--- config.mk ---
export PLATFORM = sky130hd
export DESIGN_NAME = integer_sqrt_rounded
export DESIGN_NICKNAME = d
export VERILOG_FILES = /design/src/isr_pkg.sv /design/src/integer_sqrt_rounded.sv /design/src/isr_cell.sv /design/src/isr_round.sv
export SDC_FILE = /design/constraint.sdc
export NUM_CORES = 2
export LEC_CHECK = 0
export ABC_CLOCK_PERIOD_IN_PS = 4400
export BUFFER_PORTS_ARGS = -buffer_cell sky130_fd_sc_hd__buf_2
export CORE_UTILIZATION = 51
export CTS_CLUSTER_SIZE = 12
export DETAILED_ROUTE_END_ITERATION = 8
export PLACE_DENSITY = 0.66
export SETUP_SLACK_MARGIN = 0.02
export SLEW_MARGIN = 5
export SYNTH_ARGS = -nofsm -noshare
export SYNTH_HDL_FRONTEND = slang
export SYNTH_SLANG_ARGS = --single-unit
export TNS_END_PERCENT = 10
--- constraint.sdc ---
create_clock -name clk -period 4.4 [get_ports clk]
set_input_delay 0.22 -clock clk [delete_from_list [all_inputs] [get_ports clk]]
set_output_delay 0.22 -clock clk [all_outputs]
set_load 0.01 [all_outputs]
--- src/isr_pkg.sv ---
package isr_pkg;

  // Port widths, fixed by the interface
  localparam int RADICAND_W = 64;
  localparam int ROOT_W     = 33;

endpackage

--- src/integer_sqrt_rounded.sv ---
// Rounded integer square root of an unsigned radicand.
//
// Request channel: drive in_radicand and raise start; the request is taken
// at the rising edge where start is high and busy is low. Only the low
// IN_WIDTH bits of in_radicand are used.
// Result channel: out_root is valid for exactly one cycle, flagged by
// out_valid. There is no back-pressure; the receiver must take it then.
//
// Datapath: a row of restoring digit cells, one per bit of the unrounded
// root, each with a fixed power-of-four probe. A request enters the first
// cell and walks down the row one cell per cycle; a final stage rounds up
// when the remainder exceeds the partial root and registers the result.
// The row holds NCELL = ((IN_WIDTH-1)/2) + 1 cells (32 for IN_WIDTH = 64).
// Only one request is in the row at a time: busy stays high while a
// request is in the row and drops as the result is registered, so the
// next request can be taken in the cycle the result is shown.
// Reset: synchronous, active low; clears every valid flag and busy. No
// state is kept between requests.
module integer_sqrt_rounded #(
  parameter int IN_WIDTH = 64
) (
  input  logic                          clk,
  input  logic                          rst_n,
  input  logic                          start,
  output logic                          busy,
  input  logic [isr_pkg::RADICAND_W-1:0] in_radicand,
  output logic                          out_valid,
  output logic [isr_pkg::ROOT_W-1:0]     out_root
);
  import isr_pkg::*;

  localparam int W     = IN_WIDTH;
  // top probe exponent: highest even value below IN_WIDTH
  localparam int TOP_E = ((IN_WIDTH - 1) / 2) * 2;
  localparam int NCELL = TOP_E / 2 + 1;

  logic         accept;
  logic         busy_r;
  logic         busy_nxt;

  // links between neighbouring cells; link 0 feeds the first cell
  logic         vld_c [NCELL+1];
  logic [W-1:0] rem_c [NCELL+1];
  logic [W:0]   acc_c [NCELL+1];

  assign accept = start && !busy_r;

  // first cell sees the masked radicand and an empty root
  assign vld_c[0] = accept;
  assign rem_c[0] = in_radicand[W-1:0];
  assign acc_c[0] = '0;

  for (genvar i = 0; i < NCELL; i++) begin : g_cell
    isr_cell #(
      .W         (W),
      .PROBE_EXP (TOP_E - 2 * i)
    ) u_cell (
      .clk     (clk),
      .rst_n   (rst_n),
      .in_vld  (vld_c[i]),
      .in_rem  (rem_c[i]),
      .in_acc  (acc_c[i]),
      .out_vld (vld_c[i+1]),
      .out_rem (rem_c[i+1]),
      .out_acc (acc_c[i+1])
    );
  end

  isr_round #(
    .W (W)
  ) u_round (
    .clk       (clk),
    .rst_n     (rst_n),
    .in_vld    (vld_c[NCELL]),
    .in_rem    (rem_c[NCELL]),
    .in_acc    (acc_c[NCELL]),
    .out_valid (out_valid),
    .out_root  (out_root)
  );

  // busy from acceptance until the last cell hands over to the rounding stage
  always_comb begin
    busy_nxt = busy_r;
    if (accept) begin
      busy_nxt = 1'b1;
    end else if (vld_c[NCELL]) begin
      busy_nxt = 1'b0;
    end
  end

  always_ff @(posedge clk) begin
    if (!rst_n) begin
      busy_r <= 1'b0;
    end else begin
      busy_r <= busy_nxt;
    end
  end

  assign busy = busy_r;

endmodule

--- src/isr_cell.sv ---
module isr_cell #(
  parameter int W         = 64,
  parameter int PROBE_EXP = 62
) (
  input  logic         clk,
  input  logic         rst_n,
  input  logic         in_vld,
  input  logic [W-1:0] in_rem,
  input  logic [W:0]   in_acc,
  output logic         out_vld,
  output logic [W-1:0] out_rem,
  output logic [W:0]   out_acc
);

  localparam logic [W:0] PROBE  = {{W{1'b0}}, 1'b1} << PROBE_EXP;
  localparam logic [W:0] PROBE2 = PROBE << 1;

  logic         vld_r;
  logic [W-1:0] rem_r;
  logic [W:0]   acc_r;
  logic [W:0]   trial;
  logic         fits;
  logic [W-1:0] rem_nxt;
  logic [W:0]   acc_nxt;

  // one restoring step: try to take off (acc + probe)
  always_comb begin
    trial = in_acc + PROBE;
    fits  = {1'b0, in_rem} >= trial;
    if (fits) begin
      rem_nxt = in_rem - trial[W-1:0];
      acc_nxt = (in_acc + PROBE2) >> 1;
    end else begin
      rem_nxt = in_rem;
      acc_nxt = in_acc >> 1;
    end
  end

  always_ff @(posedge clk) begin
    if (!rst_n) begin
      vld_r <= 1'b0;
    end else begin
      vld_r <= in_vld;
    end
  end

  always_ff @(posedge clk) begin
    if (in_vld) begin
      rem_r <= rem_nxt;
      acc_r <= acc_nxt;
    end
  end

  assign out_vld = vld_r;
  assign out_rem = rem_r;
  assign out_acc = acc_r;

endmodule

--- src/isr_round.sv ---
module isr_round #(
  parameter int W = 64
) (
  input  logic                      clk,
  input  logic                      rst_n,
  input  logic                      in_vld,
  input  logic [W-1:0]              in_rem,
  input  logic [W:0]                in_acc,
  output logic                      out_valid,
  output logic [isr_pkg::ROOT_W-1:0] out_root
);
  import isr_pkg::*;

  logic              valid_r;
  logic [ROOT_W-1:0] root_r;
  logic [W:0]        root_nxt;

  // round up when remainder exceeds the partial root
  always_comb begin
    root_nxt = in_acc;
    if ({1'b0, in_rem} > in_acc) begin
      root_nxt = in_acc + {{W{1'b0}}, 1'b1};
    end
  end

  always_ff @(posedge clk) begin
    if (!rst_n) begin
      valid_r <= 1'b0;
    end else begin
      valid_r <= in_vld;
    end
  end

  always_ff @(posedge clk) begin
    if (in_vld) begin
      root_r <= ROOT_W'(root_nxt);
    end
  end

  assign out_valid = valid_r;
  assign out_root  = root_r;

endmodule
* After elaboration in Yosys (flattened, before gate mapping)
Cells that the tools add are included.
Cells by class: add/subtract/negate cells 95, order comparisons 33, multiplexer cells 67, reduce and logical (&&, ||, !) cells 3
Operators with widths (number):
- 64-bit two-way mux | 63
- 64-bit by 65-bit greater-or-equal comparator with 1-bit output | 31
- 64-bit subtractor | 31
- 65-bit by 1-bit adder with 65-bit output, second input constant | 1
- 65-bit by 10-bit adder with 65-bit output, second input constant | 1
- 65-bit by 11-bit adder with 65-bit output, second input constant | 1
- 65-bit by 12-bit adder with 65-bit output, second input constant | 1
- 65-bit by 13-bit adder with 65-bit output, second input constant | 1
- 65-bit by 14-bit adder with 65-bit output, second input constant | 1
- 65-bit by 15-bit adder with 65-bit output, second input constant | 1
- 65-bit by 16-bit adder with 65-bit output, second input constant | 1
- 65-bit by 17-bit adder with 65-bit output, second input constant | 1
- 65-bit by 18-bit adder with 65-bit output, second input constant | 1
- 65-bit by 19-bit adder with 65-bit output, second input constant | 1
- 65-bit by 2-bit adder with 65-bit output, second input constant | 1
- 65-bit by 20-bit adder with 65-bit output, second input constant | 1
- 65-bit by 21-bit adder with 65-bit output, second input constant | 1
- 65-bit by 22-bit adder with 65-bit output, second input constant | 1
- 65-bit by 23-bit adder with 65-bit output, second input constant | 1
- 65-bit by 24-bit adder with 65-bit output, second input constant | 1
- 65-bit by 25-bit adder with 65-bit output, second input constant | 1
- 65-bit by 26-bit adder with 65-bit output, second input constant | 1
- 65-bit by 27-bit adder with 65-bit output, second input constant | 1
- 65-bit by 28-bit adder with 65-bit output, second input constant | 1
- other kinds (51) | 52
Word-level totals: register bits after elaboration 4194, input bits 67, logic and storage cells 297

* Longest topological paths before layout
depth in word-level cells 3, depth in mapped cells 15, mapped depth without buffers 12

* Modules after synthesis
A second synthesis with hierarchy kept.
Unflattened totals: cell total of the unflattened synthesis 34916, area total of the unflattened synthesis 320615.0 um^2
By module, submodules not included:
- isr_cell (g_cell[30].u_cell) | times used 1, cells an instance 1276, area each 11073.1 um^2
- isr_cell (g_cell[28].u_cell) | times used 1, cells an instance 1262, area each 11031.8 um^2
- isr_cell (g_cell[31].u_cell) | times used 1, cells an instance 1264, area each 10993.0 um^2
- isr_cell (g_cell[29].u_cell) | times used 1, cells an instance 1269, area each 10876.7 um^2
- isr_cell (g_cell[22].u_cell) | times used 1, cells an instance 1162, area each 10801.6 um^2
- isr_cell (g_cell[27].u_cell) | times used 1, cells an instance 1204, area each 10727.8 um^2
- isr_cell (g_cell[25].u_cell) | times used 1, cells an instance 1212, area each 10716.5 um^2
- isr_cell (g_cell[26].u_cell) | times used 1, cells an instance 1223, area each 10652.7 um^2
- isr_cell (g_cell[24].u_cell) | times used 1, cells an instance 1175, area each 10485.1 um^2
- isr_cell (g_cell[21].u_cell) | times used 1, cells an instance 1172, area each 10324.9 um^2
- isr_cell (g_cell[23].u_cell) | times used 1, cells an instance 1086, area each 10296.1 um^2
- isr_cell (g_cell[20].u_cell) | times used 1, cells an instance 1132, area each 10127.2 um^2
- isr_cell (g_cell[19].u_cell) | times used 1, cells an instance 1105, area each 10072.2 um^2
- isr_cell (g_cell[15].u_cell) | times used 1, cells an instance 1108, area each 9995.8 um^2
- +20 rows

* Worst setup path before layout
OpenSTA, ideal clock, no wires.
path kind flip-flop to flip-flop, from reg g_cell[24].u_cell.rem_r[51], to reg g_cell[25].u_cell.rem_r[43], data pin, library setup time 0.266 ns, arrival 3.533 ns, data required time 4.134 ns, path slack 0.601 ns, stages on the path, launching flop included 10, period minus slack after synthesis 3.799 ns, cell sequence edfxtp_1 > or4_4 > or4_4 > or3_1 > or2_1 > or3_1 > or4_4 > o31ai_4 > nor3_1 > xor2_1
On the way: longest elaborated chain between the ends 2
Ends and longest elaborated chain:
- start: declaration | line isr_cell.sv:19 | logic [W-1:0] rem_r;
- start signal: assignment | line isr_cell.sv:49 | rem_r <= rem_nxt;
- 64-bit by 65-bit greater-or-equal comparator with 1-bit output | line isr_cell.sv:29 | fits = {1'b0, in_rem} >= trial;
- 64-bit two-way mux | line isr_cell.sv:30 | if (fits) begin
- named net g_cell[25].u_cell.rem_nxt[43] | line isr_cell.sv:23 | logic [W-1:0] rem_nxt;
- end signal: assignment | line isr_cell.sv:49
- end: declaration | line isr_cell.sv:19
The timed path passes the listed nets, and every way through them passes these cells. A chain may end at the register's enable or synchronous reset.

* Final worst setup path
from reg g_cell[27].u_cell.rem_r[14], to reg g_cell[28].u_cell.rem_r[47], data pin
On the way: longest elaborated chain between the ends 2, elaborated cells on any way between the ends 3
Ends and longest elaborated chain (line):
- start: declaration | isr_cell.sv:19
- start signal: assignment | isr_cell.sv:49
- 64-bit subtractor / 64-bit by 65-bit greater-or-equal comparator with 1-bit output (equally long branches) | isr_cell.sv:31, isr_cell.sv:29
- 64-bit two-way mux (*) | isr_cell.sv:30
- named net g_cell[28].u_cell.rem_nxt[47] | isr_cell.sv:23
- end signal: assignment | isr_cell.sv:49
- end: declaration | isr_cell.sv:19
Mark *: on every way through the listed nets, which the timed path passes. The rest lies on a longest branch.

==> impl_metrics.toml <==
[global_routing]
grt_overflow_total = 0
grt_antenna_before_repair = 10
grt_first_pass_wirelength_mm = 469
grtUsageTotal = 0.237
grt_max_degree = 79
grt_pass1_vias = 81100

[yosys]
syn_area_um2 = 128000
yosys-top-cells-area = "edfxtp_1 61%, ha_1 5.8%, xnor2_1 3.5%"
synth_most_common_cell = "edfxtp_1"
synth_xor_xnor_area_share = 0.0643
yosys_warnings = 0
ys.flop_type = "edfxtp_1"
synth_compound_area_frac = 0.0939
synth_fa_ha_area_frac = 0.0580
synth_cell_types = 97
synth.top_cells.by_count = "2609 x edfxtp_1, 742 x inv_1, 735 x nor2_1"
yosys_register_bits = 2643
synth-edff-count = 2609
syn_area_per_cell_um2 = 12.4
async_flop_share = 0
synth-simple-area-share = 0.130
synthCells = 10300
yosys.area.top_type = "edfxtp_1"
synthMuxAreaShare = 0.00865
ys_seq_area_frac = 0.617
synth_nets = 11000
netlist.area_leader.share = 0.612
synth_top_family_by_area = "simple AND/OR/NAND/NOR gates"

[setup_path]
cpPeakStageDelay_ns = 0.78
crit_top_cell = "o21ai_0"
crit_chain = "ha_1 -> a21o_1 -> a311oi_1 -> o211ai_1 -> o21ai_0 -> o21ai_0 -> a21oi_1 -> or4b_2 -> nor4_1 -> xor2_1"
criticalPathCategory = "register to register"
crit_buf_inv = 0
arrival_ns = 4.76
endpoint_kind = "register"
startpoint_type = "register"
crit_required_ns = 5.02
cp_top_family = "compound AO/OA/AOI/OAI gates"
crit_path_top_delay_cell = "or4b_2"
worst-path-max-fanout = 8

[min_path]
hp-class = "input pin to register"

[clocking]
clock_path_buffers = 4
clock-sinks = 2643
cts_tree = "yes"
path_clk_slew_ns = 0.06
clock_latency_ns = 0.97
postCtsSetupRepairBufs = 0
root_buffer = "clkbuf_16"
numCtsBuffers = 304
cts-htree-levels = 5

[detailed_routing]
wl_per_cell_um = 21.2
num_vias = 83500
drt_iter0_drc = 7224
finalWirelength_mm = 304
firstDrtPassIters = 6
via_per_inst = 5.82
drtAntennaViolNets = 0
drc = 0

[floorplanning]
rows = 183
die_h_um = 503
start_util = 0.514
die_x_um = 503
design.core.area_um2 = 249000
num_io_pins = 102
floorplan.die_area_um2 = 253000

[timing]
hold_viol = 0
tightest_slew_ns = 1.24
worst_clock_skew_ns = 0.0771
slew-limit-headroom = 0.161
finalMaxSlewViolations = 0
setup-violations-final = 0
tns_ns = 0
min_period_ns = 4.14
timing.fmax_mhz = 241
timing.final.crit_share = 0.942
rsz0062_at_grt = "false"

[power]
power_leakage_nw = 52.3
peakVddDrop_mv = 0.472
power.density_nw_per_um2 = 357

[layout]
final_area_um2 = 144000
finalNetCount = 11500
area_growth_pct = 12.2
layout-drive-gt1-share = 0.0786

[placed_design]
dpl_cell_area_um2 = 133000
io_buffers = 101
dp_hpwl_mm = 227
globalplace.congestion = 0.926

[status]
status = "completed"

[job]
maxCapViolations = 0
## layout by cell type, fill, tap and decap left out, types with 188 or more instances in the layout
cell / count
ha_1: 593
nor3_1: 327
inv_1: 742
clkbuf_16: 310
nand4_1: 188
edfxtp_1: 2609
o21ai_0: 451
a21o_1: 196
a21oi_1: 617
nor2_1: 734
xor2_1: 431
nand2_1: 642
nor4_1: 375
xnor2_1: 508
## final cells by class
class | instances | area [um^2]
multi-input cells | 6748 | 45400
clock inverters | 109 | 1020
fillers | 20200 | 106000
well taps | 3330 | 4170
repair buffers | 379 | 2960
inverters | 746 | 2800
diodes | 3 | 7.51
clock buffers | 391 | 8080
flip-flops and latches | 2643 | 79100
## layer usage
layer	wire length (um)	track usage	vias up
met5	27	0	-
met4	7540	0.0635	4
met3	16200	0.0311	493
met2	145000	0.392	2390
met1	135000	0.330	40900
li1	-	-	39800
## cells by family (layout without fill, tap and decap cells)
group / after synthesis / in the layout
DFF: 2643 / 2643
adders and majority gates: 593 / 593
other: 0 / 3
AOI/OAI and AO/OA: 1920 / 1920
and+or+nand+nor: 3196 / 3196
buffers and inverters: 948 / 1625
xor gates and xnor gates: 939 / 939
muxes: 100 / 100
## final timing paths
kind	from	to	slack, ns	cells after the start
min	in_radicand[62]	g_cell[0].u_cell.out_rem[62]	0.27	4
min reg2reg	g_cell[21].u_cell.out_rem[10]	g_cell[22].u_cell.out_rem[10]	0.42	0
max	g_cell[27].u_cell.out_rem[14]	g_cell[28].u_cell.out_rem[47]	0.26	10
max reg2reg	g_cell[27].u_cell.out_rem[14]	g_cell[28].u_cell.out_rem[47]	0.26	10
## timing repair
item | in CTS | in global routing
hold buffers | 131 | 0
endpoints found under the hold margin | 99 | 0
setup endpoints to repair | 0 | 4
resized for setup | 0 | 1
## worst register-to-register path, delay by kind of cell, from the launching register on
kind,cells,cell delay (ns)
AND/OR/NAND/NOR,2,1.06
adder cells (fa/ha/maj),1,0.38
AO/OA/AOI/OAI,6,1.93
XOR/XNOR,1,0.12
flip-flops,1,0.40
## state kept, by name (all words and copies together) (netlist names)
| signal | flops |
|---|---|
| u_round.out_root | 33 |
| g_cell.u_cell.out_vld | 32 |
| u_round.out_valid | 1 |
| busy | 1 |
| g_cell.u_cell.out_rem | 2048 |
| g_cell.u_cell.out_acc | 528 |
## stage by stage
step	utilization	total power, mW	setup WS (ns)	instances	hold slack (ns)
2_1_floorplan	-	28.1	0.601	10300	0.319
3_3_place_gp	0.534	28.2	0.355	13700	0.412
3_5_place_dp	0.535	28.2	0.365	13700	0.413
4_1_cts	0.576	51.8	0.342	14300	0.184
5_1_grt	0.576	52.7	0.0331	14300	0.263
6_report	0.576	51.3	0.255	14300	0.271
## where the power goes
part           total [mW]  internal, mW  switching [mW]  leakage (nW)
Sequential           27.5          27.4          0.0730          22.9
Clock                23.6          14.0            9.60          4.43
Combinational       0.281         0.145           0.136          24.9
No activity file was read; power rests on OpenSTA's default activity.
